File: src/ssr_pkg.sv
// shared types and constants for the subset sum reachability block
`timescale 1ns / 1ps

package ssr_pkg;

    // fixed field widths
    localparam int WEIGHT_W = 16;
    localparam int SUM_W    = 6;

    // command queue depth between front and back
    localparam int Q_DEPTH = 2;

    typedef enum logic
    {
        OP_ADD  = 1'b0,
        OP_EMIT = 1'b1
    } op_t;

    typedef enum logic
    {
        ST_RUN  = 1'b0,
        ST_WALK = 1'b1
    } state_t;

    // classified command handed from front to back
    typedef struct packed
    {
        op_t              op;
        logic             big;
        logic [SUM_W-1:0] weight;
    } cmd_t;

endpackage

File: src/ssr_front.sv
// front end: classifies incoming beats into queue commands
`timescale 1ns / 1ps

module ssr_front #(
    parameter int MAX_SUM = 63
) (
    input  logic                         in_valid,
    output logic                         in_stall,
    input  logic                         operation,
    input  logic [ssr_pkg::WEIGHT_W-1:0] weight,
    output logic                         push,
    output ssr_pkg::cmd_t                push_cmd,
    input  logic                         q_full
);

    logic big;

    // a weight past the limit cannot move any sum inside the map
    assign big = (weight > ssr_pkg::WEIGHT_W'(MAX_SUM));

    always_comb
    begin
        push_cmd.op     = ssr_pkg::op_t'(operation);
        push_cmd.big    = big;
        push_cmd.weight = big ? '0 : weight[ssr_pkg::SUM_W-1:0];
    end

    assign in_stall = q_full;
    assign push     = in_valid && !q_full;

endmodule

File: src/ssr_queue.sv
// short command queue between front and back
`timescale 1ns / 1ps

module ssr_queue (
    input  logic          clk,
    input  logic          rst_n,
    input  logic          push,
    input  ssr_pkg::cmd_t push_cmd,
    output logic          full,
    input  logic          pop,
    output logic          q_valid,
    output ssr_pkg::cmd_t q_cmd
);

    localparam int AW = (ssr_pkg::Q_DEPTH > 1) ? $clog2(ssr_pkg::Q_DEPTH) : 1;
    localparam int CW = $clog2(ssr_pkg::Q_DEPTH + 1);

    ssr_pkg::cmd_t entry_reg [ssr_pkg::Q_DEPTH];
    logic [AW-1:0] wr_ptr_reg;
    logic [AW-1:0] wr_ptr_next;
    logic [AW-1:0] rd_ptr_reg;
    logic [AW-1:0] rd_ptr_next;
    logic [CW-1:0] count_reg;
    logic [CW-1:0] count_next;
    logic          do_push;
    logic          do_pop;

    assign full    = (count_reg == CW'(ssr_pkg::Q_DEPTH));
    assign q_valid = (count_reg != '0);
    assign q_cmd   = entry_reg[rd_ptr_reg];
    assign do_push = push && !full;
    assign do_pop  = pop && q_valid;

    always_comb
    begin
        wr_ptr_next = wr_ptr_reg;
        rd_ptr_next = rd_ptr_reg;
        count_next  = count_reg;
        if (do_push)
        begin
            wr_ptr_next = (wr_ptr_reg == AW'(ssr_pkg::Q_DEPTH - 1)) ? '0 : wr_ptr_reg + 1'b1;
        end
        if (do_pop)
        begin
            rd_ptr_next = (rd_ptr_reg == AW'(ssr_pkg::Q_DEPTH - 1)) ? '0 : rd_ptr_reg + 1'b1;
        end
        if (do_push && !do_pop)
        begin
            count_next = count_reg + 1'b1;
        end
        else if (do_pop && !do_push)
        begin
            count_next = count_reg - 1'b1;
        end
    end

    always_ff @(posedge clk or negedge rst_n)
    begin
        if (!rst_n)
        begin
            wr_ptr_reg <= '0;
            rd_ptr_reg <= '0;
            count_reg  <= '0;
        end
        else
        begin
            wr_ptr_reg <= wr_ptr_next;
            rd_ptr_reg <= rd_ptr_next;
            count_reg  <= count_next;
        end
    end

    always_ff @(posedge clk)
    begin
        if (do_push)
        begin
            entry_reg[wr_ptr_reg] <= push_cmd;
        end
    end

endmodule

File: src/ssr_back.sv
// back end: bitmap update, emit walk and output register
`timescale 1ns / 1ps

module ssr_back #(
    parameter int MAX_SUM = 63
) (
    input  logic                      clk,
    input  logic                      rst_n,
    input  logic                      q_valid,
    input  ssr_pkg::cmd_t             q_cmd,
    output logic                      pop,
    output logic                      out_valid,
    input  logic                      out_stall,
    output logic [ssr_pkg::SUM_W-1:0] partial_sum,
    output logic                      truncated,
    output logic                      last
);

    localparam int MAP_W = MAX_SUM + 1;
    localparam int TOT_W = $clog2(MAX_SUM + 1);

    ssr_pkg::state_t state_reg;
    ssr_pkg::state_t state_next;

    logic [MAP_W-1:0]         reach_reg;
    logic [MAP_W-1:0]         reach_next;
    logic [TOT_W-1:0]         total_reg;
    logic [TOT_W-1:0]         total_next;
    logic                     ovf_reg;
    logic                     ovf_next;
    logic [MAP_W-1:0]         walk_reg;
    logic [MAP_W-1:0]         walk_next;
    logic                     trunc_reg;
    logic                     trunc_next;
    logic                     out_valid_reg;
    logic                     out_valid_next;
    logic [ssr_pkg::SUM_W-1:0] sum_reg;
    logic [ssr_pkg::SUM_W-1:0] sum_next;
    logic                     trunc_out_reg;
    logic                     trunc_out_next;
    logic                     last_reg;
    logic                     last_next;

    logic                     out_free;
    logic [TOT_W:0]           add_sum;
    logic [MAP_W-1:0]         walk_rest;
    logic [ssr_pkg::SUM_W-1:0] low_idx;

    assign out_free  = !out_valid_reg || !out_stall;
    assign add_sum   = (TOT_W + 1)'(total_reg) + (TOT_W + 1)'(q_cmd.weight);
    // drop the lowest set bit
    assign walk_rest = walk_reg & (walk_reg - 1'b1);

    // lowest set bit of the walk map
    always_comb
    begin
        low_idx = '0;
        for (int i = MAP_W - 1; i >= 0; i--)
        begin
            if (walk_reg[i])
            begin
                low_idx = ssr_pkg::SUM_W'(i);
            end
        end
    end

    always_comb
    begin
        state_next     = state_reg;
        reach_next     = reach_reg;
        total_next     = total_reg;
        ovf_next       = ovf_reg;
        walk_next      = walk_reg;
        trunc_next     = trunc_reg;
        out_valid_next = out_valid_reg && out_stall;
        sum_next       = sum_reg;
        trunc_out_next = trunc_out_reg;
        last_next      = last_reg;
        pop            = 1'b0;

        case (state_reg)
            ssr_pkg::ST_RUN:
            begin
                if (q_valid)
                begin
                    pop = 1'b1;
                    if (q_cmd.op == ssr_pkg::OP_ADD)
                    begin
                        if (q_cmd.big || add_sum > (TOT_W + 1)'(MAX_SUM))
                        begin
                            ovf_next = 1'b1;
                        end
                        else
                        begin
                            total_next = add_sum[TOT_W-1:0];
                        end
                        reach_next = reach_reg | (reach_reg << q_cmd.weight);
                    end
                    else
                    begin
                        walk_next  = reach_reg;
                        trunc_next = ovf_reg;
                        reach_next = MAP_W'(1);
                        total_next = '0;
                        ovf_next   = 1'b0;
                        state_next = ssr_pkg::ST_WALK;
                    end
                end
            end
            ssr_pkg::ST_WALK:
            begin
                if (out_free)
                begin
                    out_valid_next = 1'b1;
                    sum_next       = low_idx;
                    trunc_out_next = trunc_reg;
                    last_next      = (walk_rest == '0);
                    walk_next      = walk_rest;
                    if (walk_rest == '0)
                    begin
                        state_next = ssr_pkg::ST_RUN;
                    end
                end
            end
            default:
            begin
                state_next = ssr_pkg::ST_RUN;
            end
        endcase
    end

    always_ff @(posedge clk or negedge rst_n)
    begin
        if (!rst_n)
        begin
            state_reg     <= ssr_pkg::ST_RUN;
            reach_reg     <= MAP_W'(1);
            total_reg     <= '0;
            ovf_reg       <= 1'b0;
            out_valid_reg <= 1'b0;
        end
        else
        begin
            state_reg     <= state_next;
            reach_reg     <= reach_next;
            total_reg     <= total_next;
            ovf_reg       <= ovf_next;
            out_valid_reg <= out_valid_next;
        end
    end

    always_ff @(posedge clk)
    begin
        walk_reg      <= walk_next;
        trunc_reg     <= trunc_next;
        sum_reg       <= sum_next;
        trunc_out_reg <= trunc_out_next;
        last_reg      <= last_next;
    end

    assign out_valid   = out_valid_reg;
    assign partial_sum = sum_reg;
    assign truncated   = trunc_out_reg;
    assign last        = last_reg;

endmodule

File: src/subset_sum_reachability_top.sv
// subset sum reachability: top level
//
//   channel   dir   handshake            payload
//   in        in    in_valid/in_stall    operation, weight
//   out       out   out_valid/out_stall  partial_sum, truncated, last
//
// an add updates the map in the back end as it is popped; an emit snapshots
// the map, then the lowest bit walk feeds the output register one reachable
// sum per cycle while the output is not stalled.
// a two entry command queue takes input beats while an emit drains, until full.
// reset leaves only sum zero reachable and the overflow flag clear.
// out_stall holds the output register; the walk pauses until it frees.
`timescale 1ns / 1ps

module subset_sum_reachability_top #(
    parameter int MAX_SUM = 63
) (
    input  logic                         clk,
    input  logic                         rst_n,
    input  logic                         in_valid,
    output logic                         in_stall,
    input  logic                         operation,
    input  logic [ssr_pkg::WEIGHT_W-1:0] weight,
    output logic                         out_valid,
    input  logic                         out_stall,
    output logic [ssr_pkg::SUM_W-1:0]    partial_sum,
    output logic                         truncated,
    output logic                         last
);

    logic          push;
    ssr_pkg::cmd_t push_cmd;
    logic          q_full;
    logic          pop;
    logic          q_valid;
    ssr_pkg::cmd_t q_cmd;

    ssr_front #(
        .MAX_SUM (MAX_SUM)
    ) u_front (
        .in_valid  (in_valid),
        .in_stall  (in_stall),
        .operation (operation),
        .weight    (weight),
        .push      (push),
        .push_cmd  (push_cmd),
        .q_full    (q_full)
    );

    ssr_queue u_queue (
        .clk      (clk),
        .rst_n    (rst_n),
        .push     (push),
        .push_cmd (push_cmd),
        .full     (q_full),
        .pop      (pop),
        .q_valid  (q_valid),
        .q_cmd    (q_cmd)
    );

    ssr_back #(
        .MAX_SUM (MAX_SUM)
    ) u_back (
        .clk         (clk),
        .rst_n       (rst_n),
        .q_valid     (q_valid),
        .q_cmd       (q_cmd),
        .pop         (pop),
        .out_valid   (out_valid),
        .out_stall   (out_stall),
        .partial_sum (partial_sum),
        .truncated   (truncated),
        .last        (last)
    );

endmodule
File: config.mk
export PLATFORM = sky130hd
export DESIGN_NAME = subset_sum_reachability_top
export DESIGN_NICKNAME = d
export VERILOG_FILES = /design/src/ssr_pkg.sv /design/src/ssr_front.sv /design/src/ssr_queue.sv /design/src/ssr_back.sv /design/src/subset_sum_reachability_top.sv
export SDC_FILE = /design/constraint.sdc
export NUM_CORES = 1
export LEC_CHECK = 0
export CORE_MARGIN = 2
export CORE_UTILIZATION = 41
export CTS_BUF_LIST = sky130_fd_sc_hd__clkbuf_4
export DETAILED_ROUTE_END_ITERATION = 16
export DONT_BUFFER_PORTS = 1
export PLACE_DENSITY = 0.56
export SYNTH_ARGS = -nofsm -noshare
export SYNTH_HDL_FRONTEND = slang
export SYNTH_SLANG_ARGS = --single-unit
File: constraint.sdc
create_clock -name clk -period 4.1 [get_ports clk]
set_input_delay 0.41 -clock clk [delete_from_list [all_inputs] [get_ports clk]]
set_output_delay 0.41 -clock clk [all_outputs]
set_load 0.02 [all_outputs]
* After elaboration in Yosys (flattened, before gate mapping)
Memory sizes are Yosys's and may differ from the RTL's.
Index checks and enable logic that the tools add are counted.
** Storage, ports and cells
- ROM bits :: 0
- Word-level logic and storage cells :: 152
- Register bits after elaboration :: 150
- Output and inout bits :: 10
- Latch bits :: 0
- Input bits :: 21
- Memories kept :: 1
- RAM bits :: 16
** Memory list
- u_queue.entry_reg :: depth 2, bits a word 8, read ports 1, clocked after memory_dff 0, wr ports 1, line ssr_queue.sv:18 : ssr_pkg::cmd_t entry_reg [ssr_pkg::Q_DEPTH];
** Operators by class
- Multiplexer cells :: 88
- $mul :: 0
- Divide/modulo/power cells :: 0
- Order comparisons :: 2
- Reductions and logical operators :: 28
- Bitwise gates (word level) :: 3
- Shift-type cells :: 1
- Add/subtract/negate cells :: 6
- Eq/ne operators :: 5
** Operator list (count)
- 64-bit two-way mux :: 4
- 6-bit two-way mux :: 35
- 64-bit case mux with 2 select lines :: 1
- 5-bit two-way mux :: 16
- 64-bit AND :: 1
- 64-bit zero test :: 1
- 64-bit OR :: 1
- 64-bit by 6-bit << shifter with 64-bit output :: 1
- 64-bit by 1-bit subtractor with 64-bit output (second input constant) :: 1
- 4-bit two-way mux :: 8
- 32-bit OR reduction :: 1
- 16-bit by 6-bit greater-than comparator with 1-bit output (second input constant) :: 1
- 16-bit OR reduction :: 1
- 1-bit two-way mux :: 15
- 3-bit two-way mux :: 4
- 3-bit AND reduction :: 4
- 2-bit two-way mux :: 4
- 8-bit OR reduction :: 1
- 6-bit by 6-bit adder with 7-bit output :: 1
- 7-bit by 6-bit greater-than comparator with 1-bit output (second input constant) :: 1
- 1-bit logical AND :: 6
- 2-bit nonzero test :: 3
- 1-bit zero test :: 5
- 2-bit by 1-bit inequality test with 1-bit output (second input constant) :: 2
- other kinds (11) :: 15

* Depth between registers and ports, before layout
Gate-level depths: netlist (run 1).
- Depth after elaboration :: 63
- Mapped depth :: 16

* Modules after synthesis
A second synthesis (run 1) with hierarchy kept.
** Unflattened totals
- Cell total of the unflattened synthesis :: 1290
- Area, all modules :: 12120.4 µm²
** By module, submodules not included
- ssr_back :: instances 1, seq. area each 4020.1 µm², cells an instance 1223, area an instance 11205.7 µm²
- ssr_queue :: instances 1, seq. area each 580.6 µm², cells an instance 44, area an instance 785.8 µm²
- ssr_front :: instances 1, seq. area each 0.0 µm², cells an instance 23, area an instance 128.9 µm²

* Worst setup path after synthesis (run 1)
No wires, ideal clock.
- Path kind :: reg-to-reg
- Start :: reg u_queue.rd_ptr_reg
- End :: reg u_back.total_reg[2]
- Clock period less this slack :: 3.400 ns
- Buffers on the path :: 4
- Setup slack :: 0.700 ns
- Data required time :: 4.005 ns
- Data arrival time :: 3.305 ns
- Cell stages (with the launch flop) :: 16
- Cells stage by stage :: dfrtp_1 > buf_2 > mux2i_2 > buf_2 > buf_2 > inv_1 > ha_1 > fa_1 > a21o_1 > a21oi_1 > nor2b_1 > o21ai_0 > nand2_1 > a21o_1 > clkbuf_1 > o31ai_1
** Between the ends
- Cells in the longest elaborated chain, start to end :: 6
** Ends and longest elaborated chain
- start, declared :: line ssr_queue.sv:21 : logic [AW-1:0] rd_ptr_reg;
- start signal, assigned :: line ssr_queue.sv:68 : rd_ptr_reg <= rd_ptr_next;
- memory 2 x 8 bit *
- 6-bit by 6-bit adder with 7-bit output :: line ssr_back.sv:50 : assign add_sum = (TOT_W + 1)'(total_reg) + (TOT_W + 1)'(q_cmd.weight);
- 7-bit by 6-bit greater-than comparator with 1-bit output :: line ssr_back.sv:89 : if (q_cmd.big || add_sum > (TOT_W + 1)'(MAX_SUM))
- 1-bit logical OR :: line ssr_back.sv:89
- 2-bit by 1-bit inequality test with 1-bit output (no source line)
- 3-bit AND reduction (no source line)
- end signal, assigned :: line ssr_back.sv:146 : total_reg <= total_next;
- end, declared :: line ssr_back.sv:27 : logic [TOT_W-1:0] total_reg;
Every way passes the cells marked *; elsewhere a longest branch is shown, timed or not. The select of a mux whose other input is x is not followed.
A chain may end at the register's enable or synchronous reset.

* Worst setup path after layout (run 1)
- Start :: reg u_back.walk_reg[28]
- End :: reg u_back.state_reg
** Between the ends
- Cells in the longest elaborated chain, start to end :: 6
** Ends and longest elaborated chain
- start, declared :: line ssr_back.sv:31 : logic [MAP_W-1:0] walk_reg;
- start signal, assigned :: line ssr_back.sv:154 : walk_reg <= walk_next;
- 64-bit by 1-bit subtractor with 64-bit output :: line ssr_back.sv:52 : assign walk_rest = walk_reg & (walk_reg - 1'b1);
- 64-bit AND * :: line ssr_back.sv:52
- 64-bit zero test * :: line ssr_back.sv:119 : if (walk_rest == '0)
- 1-bit two-way mux * :: line ssr_back.sv:119
- 1-bit two-way mux * :: line ssr_back.sv:112 : if (out_free)
- 1-bit case mux with 2 select lines * :: line ssr_back.sv:81 : case (state_reg)
- net u_back.state_next :: line ssr_back.sv:23 : ssr_pkg::state_t state_next;
- end signal, assigned :: line ssr_back.sv:136 : state_reg <= ssr_pkg::ST_RUN;
- end signal, assigned :: line ssr_back.sv:144 : state_reg <= state_next;
- end, declared :: line ssr_back.sv:22 : ssr_pkg::state_t state_reg;
The timed path passes the listed nets; every way through them passes the cells marked *.

==> flow_summary_export.csv, run 1 <==
group,metric,value,unit
floorplan,floorplan.die.width,174,um
setup_path,crit_arrival,3.90,ns
floorplan,placeableCoreArea,0.0285,mm^2
grt,grt.busiest_layer,"met2",
drt,wire_per_inst,24.0,um
power_and_ir_drop,ir_worst_vdd,390,uV
grt,grtUsageTotal,25.4,%
layout,area_delta_synth_final,7.53,%
clock_network,cts.path.max_buffers,2,
setup_path,regToRegSetupSlack,0.71,ns
clock_network,clock-sinks,166,
setup_path,setup.worst_path.start_class,"flop",
layout,layout.cells.non_filler,1584,
floorplan,effective_utilization_at_floorplan,41.5,%
clock_network,master_cell_of_the_clock_root_buffer,"sky130_fd_sc_hd__clkbuf_4",
outcome,outcome,"finished, final reports clean",
timing,hold_slack,0.0251,ns
yosys,synthesis.yosys.warnings,0,
setup_path,worstSetupPathType,"flop to flop",
power_and_ir_drop,total_switching_power,0.00529,W
timing,fmax,0.295,GHz
yosys,synth_ff_type,"sky130_fd_sc_hd__edfxtp_1",
grt,gr-total-overflow,0,
yosys,number_of_instances_in_the_synthesized_netlist,1197,
layout,mostFrequentLayoutCell,"sky130_fd_sc_hd__mux2i_1",
yosys,synth_seq_cells,166,
yosys,syn-cell-area,0.0119,mm^2
timing,period_needed,3.39,ns
clock_network,htree_levels,4,
power_and_ir_drop,switching_share,49.5,%
grt,met3_usage,3.65,%
drt,number_of_iterations_in_the_first_detailed_routing_pass,6,
clock_network,total_clock_buffers_created_by_cts,17,
drt,postRouteAntennaNets,0,
layout,fin_util,44.6,%
yosys,postSynthNetCount,1226,
yosys,yosys.area_share.adder,1.10,%
clock_network,cts_resized,0,
placed_design,place_hpwl,27.9,mm
grt,grt_max_degree,78,
yosys,postSynth.asyncResetShare,46.4,%
timing,period_utilisation_layout,82.7,%
run,drv_cap,0,
grt,grtUsageMet1,36.1,%
timing,tns,0,ns
grt,grt_pass1_vias,9677,
clock_network,clk-insertion-delay-late,0.63,ns
floorplan,overall_die_height,174,um
clock_network,cts_tree,"yes",
drt,vias_per_cell,6.32,
timing,finalClockSkew,0.0281,ns
drt,vias,10000,
timing,max_slew.worst_pin.slew,1.22,ns
yosys,synth_compound_gate_area_share,16.5,%
timing,hold_violations,0,
floorplan,die_area,0.0303,mm^2
placed_design,placement.io_buffers,0,
layout,fin_nets,1211,
yosys,synth_top_family_by_area,"multiplexers",
drt,initialDrtViolationCount,1235,
floorplan,floorplan.io_pins,31,
yosys,post_synth.cell_area_avg,9.90,um^2
drt,drc,0,
grt,first_pass_grt_wire_length,58.7,mm
yosys,post_synth_mux_area_share,23.2,%
layout,layout.cells.most_common_list,"sky130_fd_sc_hd__mux2i_1, sky130_fd_sc_hd__edfxtp_1, sky130_fd_sc_hd__nor2_1",
placed_design,post-place-cells,1540,
min_path,hold_class,"primary input to flop",
drt,route.final.wire_length,38.1,mm
grt,initial_antenna_violation_count,1,
power_and_ir_drop,sequentialPowerShare,36.5,%
clock_network,clkTransAtPathRegs,0.16,ns
timing,finalSetupViolCount,0,
power_and_ir_drop,cellInternalPower,0.00540,W
setup_path,cp-end-kind,"flop",
power_and_ir_drop,combPwrFrac,53.6,%
placed_design,place.gp.congestion,0.958,
setup_path,critPathMaxFanout,8,
timing,slew_viols_final,0,
layout,post_route_cells_drive_above_1_share,13.7,%
yosys,yosys.area_share.xor_xnor,0.591,%
yosys,synth_simple_gate_area_share,14.7,%
yosys,ys_seq_area_share,38.8,%
timing,rsz_0062_raised_after_global_routing,"no",
power_and_ir_drop,power_leakage,5.04,nW
power_and_ir_drop,power_density,839,mW/mm^2
yosys,synth-edff-count,89,
timing,slew-limit-headroom,18.1,%
floorplan,placement_rows,62,
grt,groute.layer.met2.usage,39.4,%
power_and_ir_drop,clock_power_share,10.0,%
yosys,netlist-cell-type-count,72,
setup_path,worst-endpoint-required,4.61,ns
## layout make-up
type	instances	area [um^2]
Antenna cell	5	12.5
Clock buffer	18	135
Clock inverter	14	155
Fill cell	2809	15800
Inverter	70	264
Multi-Input combinational cell	881	6690
Sequential cell	166	4600
Tap cell	384	480
Timing Repair Buffer	46	405
## metal layers
layer,vias up,wire length [um]
met5,-,0
met4,0,1320
met3,89,2610
met2,494,17300
met1,4915,16900
li1,4514,-
## metrics by stage
step | instance area (um^2) | total power (W) | worst slack (ns)
4_1_cts | 12700 | 0.0106 | 0.763
3_5_place_dp | 12400 | 0.00949 | 0.759
3_3_place_gp | 12400 | 0.00948 | 0.808
2_1_floorplan | 11900 | 0.00767 | 0.700
6_report | 12700 | 0.0107 | 0.711
5_1_grt | 12700 | 0.0113 | 0.468
## cell families after synthesis
group | count (synthesis)
AOI/OAI and AO/OA | 299
xor gates and xnor gates | 8
adders and majority gates | 10
buffers and inverters | 150
DFF | 166
muxes | 233
and+or+nand+nor | 331
## cells in the mapped netlist, drive strengths merged, types with 4 or more instances
master	n	area [um^2]
a31o	13	114
xnor2	5	43.8
a21o	6	45.0
edfxtp	89	2670
nand4	16	113
nand2b	7	43.8
a21oi	83	415
a31oi	5	31.3
buf	33	165
o31a	6	52.6
o41ai	6	52.6
nor3	14	70.1
and3	14	87.6
or3	11	78.8
mux2i	186	1870
and2	8	50.1
or2	8	50.1
o22a	5	43.8
a2111oi	5	45.0
or4	7	56.3
inv	70	263
nor2b	16	100
clkbuf	47	176
o21a	19	143
nor4	32	279
o221ai	6	52.6
o21bai	5	37.5
nand2	81	304
ha	7	87.6
nand3	23	115
nor2	85	319
o211ai	13	97.6
a211oi	13	97.6
mux4	31	698
o31ai	16	120
o22ai	24	150
dfrtp	76	1900
a21boi	4	30.0
o21ai	53	265
mux2	16	180
## repair_timing
action | in CTS | in global routing
setup buffers | 0 | 0
hold buffers | 7 | 0
hold endpoints to repair | 86 | 0
endpoints found under the setup margin | 0 | 0
## critical path: stages, from the launching register on
cell                       delay [ns]
sky130_fd_sc_hd__edfxtp_1        0.54
sky130_fd_sc_hd__nor4_1          0.57
sky130_fd_sc_hd__and4_1          0.46
sky130_fd_sc_hd__nand4_2         0.31
sky130_fd_sc_hd__o21ai_0         0.47
sky130_fd_sc_hd__and4_1          0.26
sky130_fd_sc_hd__nand4b_1        0.11
sky130_fd_sc_hd__nor4_2          0.44
sky130_fd_sc_hd__a31oi_1         0.14
## power by group through the flow
stage / registers, W / logic, W / clock network [W]
global placement: 0.00387 / 0.00561 / 0
detailed placement: 0.00388 / 0.00562 / 0
finish: 0.00390 / 0.00573 / 0.00106
CTS: 0.00384 / 0.00566 / 0.00109
floorplan: 0.00334 / 0.00434 / 0
global route: 0.00400 / 0.00620 / 0.00114
## path summary, 6_finish.rpt
path                                                from                                 to  cells past startpoint
setup / recovery           u_back.walk_reg[28]$_DFFE_PP_         u_back.state_reg$_DFF_PN0_                      8
hold / removal                                 weight[2]  u_queue.entry_reg[0][2]$_DFFE_PP_                      1
setup reg to reg           u_back.walk_reg[28]$_DFFE_PP_         u_back.state_reg$_DFF_PN0_                      8
hold reg to reg               u_back.trunc_reg$_DFFE_PP_         u_back.truncated$_DFFE_PP_                      0
max in group asynchronous                          rst_n   u_back.reach_reg[12]$_DFFE_PN0P_                      2
min in group asynchronous                          rst_n         u_back.out_valid$_DFF_PN0_                      2
Note: power is estimated with default switching activity, not from simulation.
==> run 2: changes to the inputs <==
==> constraint.sdc (replaced) <==
create_clock -name clk -period 3.4 [get_ports clk]
set_input_delay 0.34 -clock clk [delete_from_list [all_inputs] [get_ports clk]]
set_output_delay 0.34 -clock clk [all_outputs]
set_load 0.02 [all_outputs]
==> run 2 against run 1 <==
  * Die area stayed put
  * Utilization is 1.2 points higher
  * First-iteration DRC count is 17% lower
  * Maximum frequency is 5.8% higher
  * Critical path type unchanged
  * Sequential power is 18% higher
  * Via count is 0.95% higher
  * Sequential share of layout area is 0.95 points lower
  * Critical path depth stayed put
  * Hold slack better by 0.065 ns
==> flow_summary_export.csv, run 2 (synthesis gave the netlist of run 1 again) <==
group,metric,value,unit
grt,initial_antenna_violation_count,1,
layout,area_delta_synth_final,10.5,%
timing,tns,0,ns
clock_network,cts.path.max_buffers,2,
timing,finalClockSkew,0.0370,ns
outcome,outcome,"finished, final reports clean",
layout,fin_nets,1251,
floorplan,overall_die_height,174,um
placed_design,place_hpwl,28.7,mm
clock_network,clock-sinks,166,
layout,post_route_cells_drive_above_1_share,16.0,%
floorplan,effective_utilization_at_floorplan,41.5,%
layout,layout.cells.most_common_list,"sky130_fd_sc_hd__mux2i_1, sky130_fd_sc_hd__edfxtp_1, sky130_fd_sc_hd__nor2_1",
floorplan,placeableCoreArea,0.0285,mm^2
placed_design,placement.cell_area,0.0126,mm^2
clock_network,clk-insertion-delay-late,0.64,ns
drt,vias_per_cell,6.24,
timing,hold_violations,0,
placed_design,placement.io_buffers,0,
grt,first_pass_grt_wire_length,60.1,mm
setup_path,worst-endpoint-required,3.93,ns
layout,fin_area,0.0131,mm^2
setup_path,worstReg2RegStart,"u_back.walk_reg[2]$_DFFE_PP_",
timing,slew_viols_final,0,
drt,drc,0,
floorplan,placement_rows,62,
drt,initialDrtViolationCount,1021,
drt,vias,10100,
setup_path,regToRegSetupSlack,0.20,ns
timing,period_needed,3.20,ns
setup_path,critPathMaxFanout,8,
grt,grt_pass1_vias,9971,
drt,postRouteAntennaNets,0,
clock_network,total_clock_buffers_created_by_cts,17,
grt,grtUsageTotal,25.9,%
setup_path,ff2ff_path_depth,8,
drt,number_of_iterations_in_the_first_detailed_routing_pass,5,
min_path,worst_hold_startpoint,"weight[7]",
clock_network,master_cell_of_the_clock_root_buffer,"sky130_fd_sc_hd__clkbuf_4",
run,drv_cap,0,
clock_network,cts_tree,"yes",
setup_path,worstSetupPathType,"flop to flop",
clock_network,htree_levels,4,
timing,rsz_0062_raised_after_global_routing,"no",
min_path,whs_endpoint,"u_queue.entry_reg[1][4]$_DFFE_PP_",
setup_path,crit_arrival,3.74,ns
timing,fmax,0.312,GHz
timing,finalSetupViolCount,0,
clock_network,clkTransAtPathRegs,0.17,ns
drt,wire_per_inst,24.1,um
grt,grt_max_degree,78,
min_path,number_of_cells_on_the_worst_hold_path,2,
placed_design,place.gp.congestion,0.950,
grt,gr-total-overflow,0,
setup_path,critical_path.reg2reg.endpoint,"u_back.state_reg$_DFF_PN0_",
power_and_ir_drop,power_leakage,5.23,nW
timing,period_utilisation_layout,94.2,%
setup_path,setup.worst_path.start_class,"flop",
floorplan,floorplan.die.width,174,um
power_and_ir_drop,power_density,1000,mW/mm^2
floorplan,floorplan.io_pins,31,
power_and_ir_drop,ir_worst_vdd,489,uV
layout,mostFrequentLayoutCell,"sky130_fd_sc_hd__mux2i_1",
timing,max_slew.worst_pin.slew,0.917,ns
drt,route.final.wire_length,39.1,mm
min_path,hold_class,"primary input to flop",
setup_path,cp-end-kind,"flop",
timing,slew-limit-headroom,38.6,%
floorplan,die_area,0.0303,mm^2
## run 2: cell count changes in the layout (fill, tap and decap cells not counted), moves of 2 or more
cell	before	now
sky130_fd_sc_hd__buf_12	2	5
sky130_fd_sc_hd__buf_4	37	68
sky130_fd_sc_hd__clkinv_1	0	2
sky130_fd_sc_hd__clkinvlp_4	0	2
sky130_fd_sc_hd__diode_2	5	2
sky130_fd_sc_hd__dlygate4sd3_1	6	12
sky130_fd_sc_hd__inv_8	4	1
## run 2: metal layers
layer | part of all wire (%) | vias to the layer above | wire length [um] | global-route usage, %
met1 | 45 | 4966 | 17500 | 36.0
met5 | 0 | - | 0 | 0
met3 | 6.2 | 77 | 2440 | 4.40
met2 | 45 | 462 | 17500 | 40.1
met4 | 4.1 | 0 | 1590 | 10.9
li1 | - | 4602 | - | -
## run 2: how the worst max path moves through the flow
stage | slack (ns) | start | depth (start not counted) | endpoint
6_report | 0.20 | u_back.walk_reg[2]$_DFFE_PP_ | 8 | u_back.state_reg$_DFF_PN0_
5_1_grt | 0.005 | u_back.walk_reg[6]$_DFFE_PP_ | 9 | u_back.state_reg$_DFF_PN0_
4_1_cts | 0.14 | u_back.walk_reg[2]$_DFFE_PP_ | 9 | u_back.state_reg$_DFF_PN0_
3_5_place_dp | 0.16 | u_back.walk_reg[2]$_DFFE_PP_ | 9 | u_back.state_reg$_DFF_PN0_
3_3_place_gp | 0.15 | u_back.walk_reg[2]$_DFFE_PP_ | 9 | u_back.state_reg$_DFF_PN0_
2_1_floorplan | 0.06 | u_queue.rd_ptr_reg$_DFFE_PN0P_ | 15 | u_back.total_reg[2]$_DFFE_PN0P_
## run 2: timing repair
action | CTS | global route
buffers inserted | 0 | 2
endpoints found under the hold margin | 96 | 0
setup endpoints to repair | 0 | 3
hold buffers | 13 | 0
resized for setup | 0 | 2
## run 2: power by group
| part | internal (W) | total (W) | leakage, nW | switching (W) |
|---|---|---|---|---|
| Sequential | 0.00323 | 0.00459 | 1.90 | 0.00135 |
| Combinational | 0.00309 | 0.00729 | 3.18 | 0.00420 |
| Clock | 0.000453 | 0.00126 | 0.151 | 0.000806 |
| Total | 0.00678 | 0.0131 | 5.23 | 0.00636 |
## run 2: area by class of cell
type                    instances  area (um^2)
diodes                          2         5.00
clock inverters                14          149
well taps                     384          480
flip-flops and latches        166         4610
multi-input cells             881         6690
fillers                      2785        15500
clock buffers                  18          135
repair buffers                 86          758
inverters                      70          264
## run 2: worst max-delay path: stages, from the launching register on
cell and delay (ns):
sky130_fd_sc_hd__edfxtp_1 0.55, sky130_fd_sc_hd__or4_4 0.62, sky130_fd_sc_hd__or3_1 0.40, sky130_fd_sc_hd__maj3_2 0.31, sky130_fd_sc_hd__o21ai_0 0.39, sky130_fd_sc_hd__and4_1 0.26, sky130_fd_sc_hd__nand4b_1 0.11, sky130_fd_sc_hd__nor4_2 0.36
sky130_fd_sc_hd__a31oi_1 0.12
## run 2: through the flow
stage,cells,worst slack [ns],util (%),total power [W],hold WS [ns]
floorplan,1197,0.0593,-,0.00925,0.0444
global placement,1572,0.150,44.2,0.0117,0.0480
detailed placement,1572,0.158,44.2,0.0117,0.0470
CTS,1617,0.143,45.8,0.0130,0.0651
global route,1621,0.00525,45.9,0.0139,0.0897
finish,1621,0.198,45.9,0.0131,0.0898
==> run 3: changes to the inputs <==
--- a/config.mk
+++ b/config.mk
@@ -5,12 +5,14 @@
 export SDC_FILE = /design/constraint.sdc
 export NUM_CORES = 1
 export LEC_CHECK = 0
+export CORE_ASPECT_RATIO = 0.9
 export CORE_MARGIN = 2
 export CORE_UTILIZATION = 41
 export CTS_BUF_LIST = sky130_fd_sc_hd__clkbuf_4
 export DETAILED_ROUTE_END_ITERATION = 16
 export DONT_BUFFER_PORTS = 1
-export PLACE_DENSITY = 0.56
+export GPL_TIMING_DRIVEN = 0
+export PLACE_DENSITY = 0.63
 export SYNTH_ARGS = -nofsm -noshare
 export SYNTH_HDL_FRONTEND = slang
 export SYNTH_SLANG_ARGS = --single-unit
==> run 3 against run 2 <==
  * The run now ends with setup timing left
  * Clock skew is 0.0046 ns higher
  * Non-clock buffer count rose by 18
  * Highest routed layer unchanged
  * First-iteration DRC count grew 53%
  * Critical endpoint is now u_back.reach_reg[31]$_DFFE_PN0P_
  * Worst setup slack got worse by 0.25 ns
  * Sequential power down 2%
  * Clock power is 7% higher
  * Critical path type unchanged
  * Cell count about the same
  * Cell area up 0.69%
  * Routed wire length up 9.2%
  * Hold slack better by 0.036 ns
  * Die area about the same
  * Via count rose by 4.4%
==> flow_summary_export.csv, run 3 (synthesis gave the netlist of run 1 again) <==
group,metric,value,unit
floorplan,overall_die_height,165,um
setup_path,worst_setup_path_endpoint,"u_back.reach_reg[31]$_DFFE_PN0P_",
placed_design,placement.setup.worst_slack,-0.815,ns
timing,fin_ws,-0.0564,ns
timing,slew_viols_final,0,
layout,fin_area,0.0132,mm^2
grt,gr-total-overflow,0,
drt,postRouteAntennaNets,0,
grt,grt_max_degree,78,
timing,period_needed,3.46,ns
drt,met3RoutedLength,3.79,mm
drt,top_signal_layer_used,"met4",
power_and_ir_drop,power_density,1040,mW/mm^2
layout,layout.cells.most_common_list,"sky130_fd_sc_hd__mux2i_1, sky130_fd_sc_hd__edfxtp_1, sky130_fd_sc_hd__nor2_1",
drt,m1WireLength,18.5,mm
grt,grtUsageTotal,28.3,%
floorplan,placement_rows,59,
power_and_ir_drop,power_leakage,5.21,nW
setup_path,worst-endpoint-required,3.90,ns
drt,route.final.wire_length,42.7,mm
setup_path,regToRegSetupSlack,-0.06,ns
drt,number_of_iterations_in_the_first_detailed_routing_pass,6,
drt,drc,0,
setup_path,cp-end-kind,"flop",
layout,layout.cells.non_filler,1620,
placed_design,place_hpwl,32.0,mm
clock_network,clk-insertion-delay-late,0.64,ns
timing,finalSetupViolCount,3,
timing,slew-limit-headroom,28.5,%
clock_network,htree_levels,4,
floorplan,die_area,0.0303,mm^2
drt,met2_length,18.7,mm
setup_path,ff2ff_path_depth,10,
setup_path,critical_path.reg2reg.endpoint,"u_back.reach_reg[31]$_DFFE_PN0P_",
floorplan,placeableCoreArea,0.0286,mm^2
timing,finalClockSkew,0.0416,ns
outcome,violated_checks,"setup timing",
clock_network,master_cell_of_the_clock_root_buffer,"sky130_fd_sc_hd__clkbuf_4",
layout,final.fill_count,2664,
setup_path,critPathMaxFanout,5,
min_path,hold_class,"primary input to flop",
setup_path,worstSetupPathType,"flop to flop",
layout,post_route_cells_drive_above_1_share,14.7,%
floorplan,floorplan.die.width,183,um
layout,mostFrequentLayoutCell,"sky130_fd_sc_hd__mux2i_1",
timing,period_utilisation_layout,102,%
timing,tns,-0.0879,ns
grt,first_pass_grt_wire_length,63.2,mm
placed_design,placement.cell_area,0.0123,mm^2
clock_network,clock-sinks,166,
drt,wire_per_inst,26.4,um
timing,fmax,0.289,GHz
layout,area_delta_synth_final,11.2,%
drt,initialDrtViolationCount,1563,
placed_design,post-place-cells,1563,
floorplan,floorplan.io_pins,31,
layout,fin_nets,1269,
placed_design,place.gp.congestion,1.02,
setup_path,crit_arrival,3.95,ns
outcome,outcome,"finished, violations left",
timing,max_slew.worst_pin.slew,1.07,ns
setup_path,setup.worst_path.start_class,"flop",
grt,grt_pass1_vias,10100,
drt,vias_per_cell,6.51,
drt,vias,10600,
clock_network,total_clock_buffers_created_by_cts,17,
timing,hold_violations,0,
setup_path,worstReg2RegStart,"u_queue.rd_ptr_reg$_DFFE_PN0P_",
clock_network,cts.path.max_buffers,2,
power_and_ir_drop,totalPowerFinal,0.0137,W
clock_network,cts_tree,"yes",
floorplan,effective_utilization_at_floorplan,41.4,%
run,drv_cap,0,
clock_network,clkTransAtPathRegs,0.17,ns
setup_path,timing.critical_path.from,"u_queue.rd_ptr_reg$_DFFE_PN0P_",
power_and_ir_drop,ir_worst_vdd,448,uV
placed_design,placement.io_buffers,0,
grt,initial_antenna_violation_count,1,
==> run 3: cell type report <==
cell class	count	area (um^2)	share of cell area, %
diodes	1	2.50	0.0190
flip-flops and latches	166	4600	34.9
clock buffers	17	128	0.968
clock inverters	15	204	1.55
inverters	70	265	2.01
repair buffers	26	245	1.86
plain buffers	78	398	3.02
multi-input cells	881	6880	52.2
well taps	366	458	3.47
==> run 3: where the power goes <==
group          switching [W]  internal [W]
sequential           0.00129       0.00323
clock               0.000929      0.000424
combinational        0.00481       0.00304
total                0.00703       0.00669
==> run 3: how the worst min path moves through the flow <==
stage	from	to	cells after the start
2_1_floorplan	rst_n	u_back.out_valid$_DFF_PN0_	0
3_3_place_gp	rst_n	u_back.reach_reg[10]$_DFFE_PN0P_	0
3_5_place_dp	rst_n	u_back.reach_reg[9]$_DFFE_PN0P_	0
4_1_cts	weight[7]	u_queue.entry_reg[1][1]$_DFFE_PP_	2
5_1_grt	weight[7]	u_queue.entry_reg[1][1]$_DFFE_PP_	2
6_report	weight[7]	u_queue.entry_reg[1][1]$_DFFE_PP_	2
==> run 3: per-stage QoR <==
step / util (%) / hold WS [ns]
4_1_cts: 45.4 / 0.0874
6_report: 46.0 / 0.126
2_1_floorplan: - / 0.0444
5_1_grt: 46.0 / 0.118
3_5_place_dp: 43.0 / 0.0505
3_3_place_gp: 43.0 / 0.0506
==> run 3: repair_timing <==
item                                    CTS  global route
endpoints found under the setup margin   37            17
buffers inserted                          7             6
endpoints found under the hold margin    96             0
pin swaps                                 0             4
gates resized for setup                  37            28
hold buffers                             13             0
==> run 3: routing by layer <==
metal | global-route usage (%) | vias up
li1 | - | 4644
met1 | 39.4 | 5136
met2 | 43.9 | 671
met3 | 5.02 | 101
met4 | 11.5 | 0
met5 | 0 | -
==> run 3: worst max-delay path, cell delays in order (launching register included) <==
cell	delay (ns)
sky130_fd_sc_hd__dfrtp_1	0.42
sky130_fd_sc_hd__buf_8	0.14
sky130_fd_sc_hd__mux2i_4	0.36
sky130_fd_sc_hd__buf_4	0.23
sky130_fd_sc_hd__mux2i_2	0.42
sky130_fd_sc_hd__mux2i_1	0.32
sky130_fd_sc_hd__mux2i_1	0.47
sky130_fd_sc_hd__mux2i_1	0.32
sky130_fd_sc_hd__mux2i_2	0.44
sky130_fd_sc_hd__o21a_1	0.19
sky130_fd_sc_hd__nor2_1	0.04
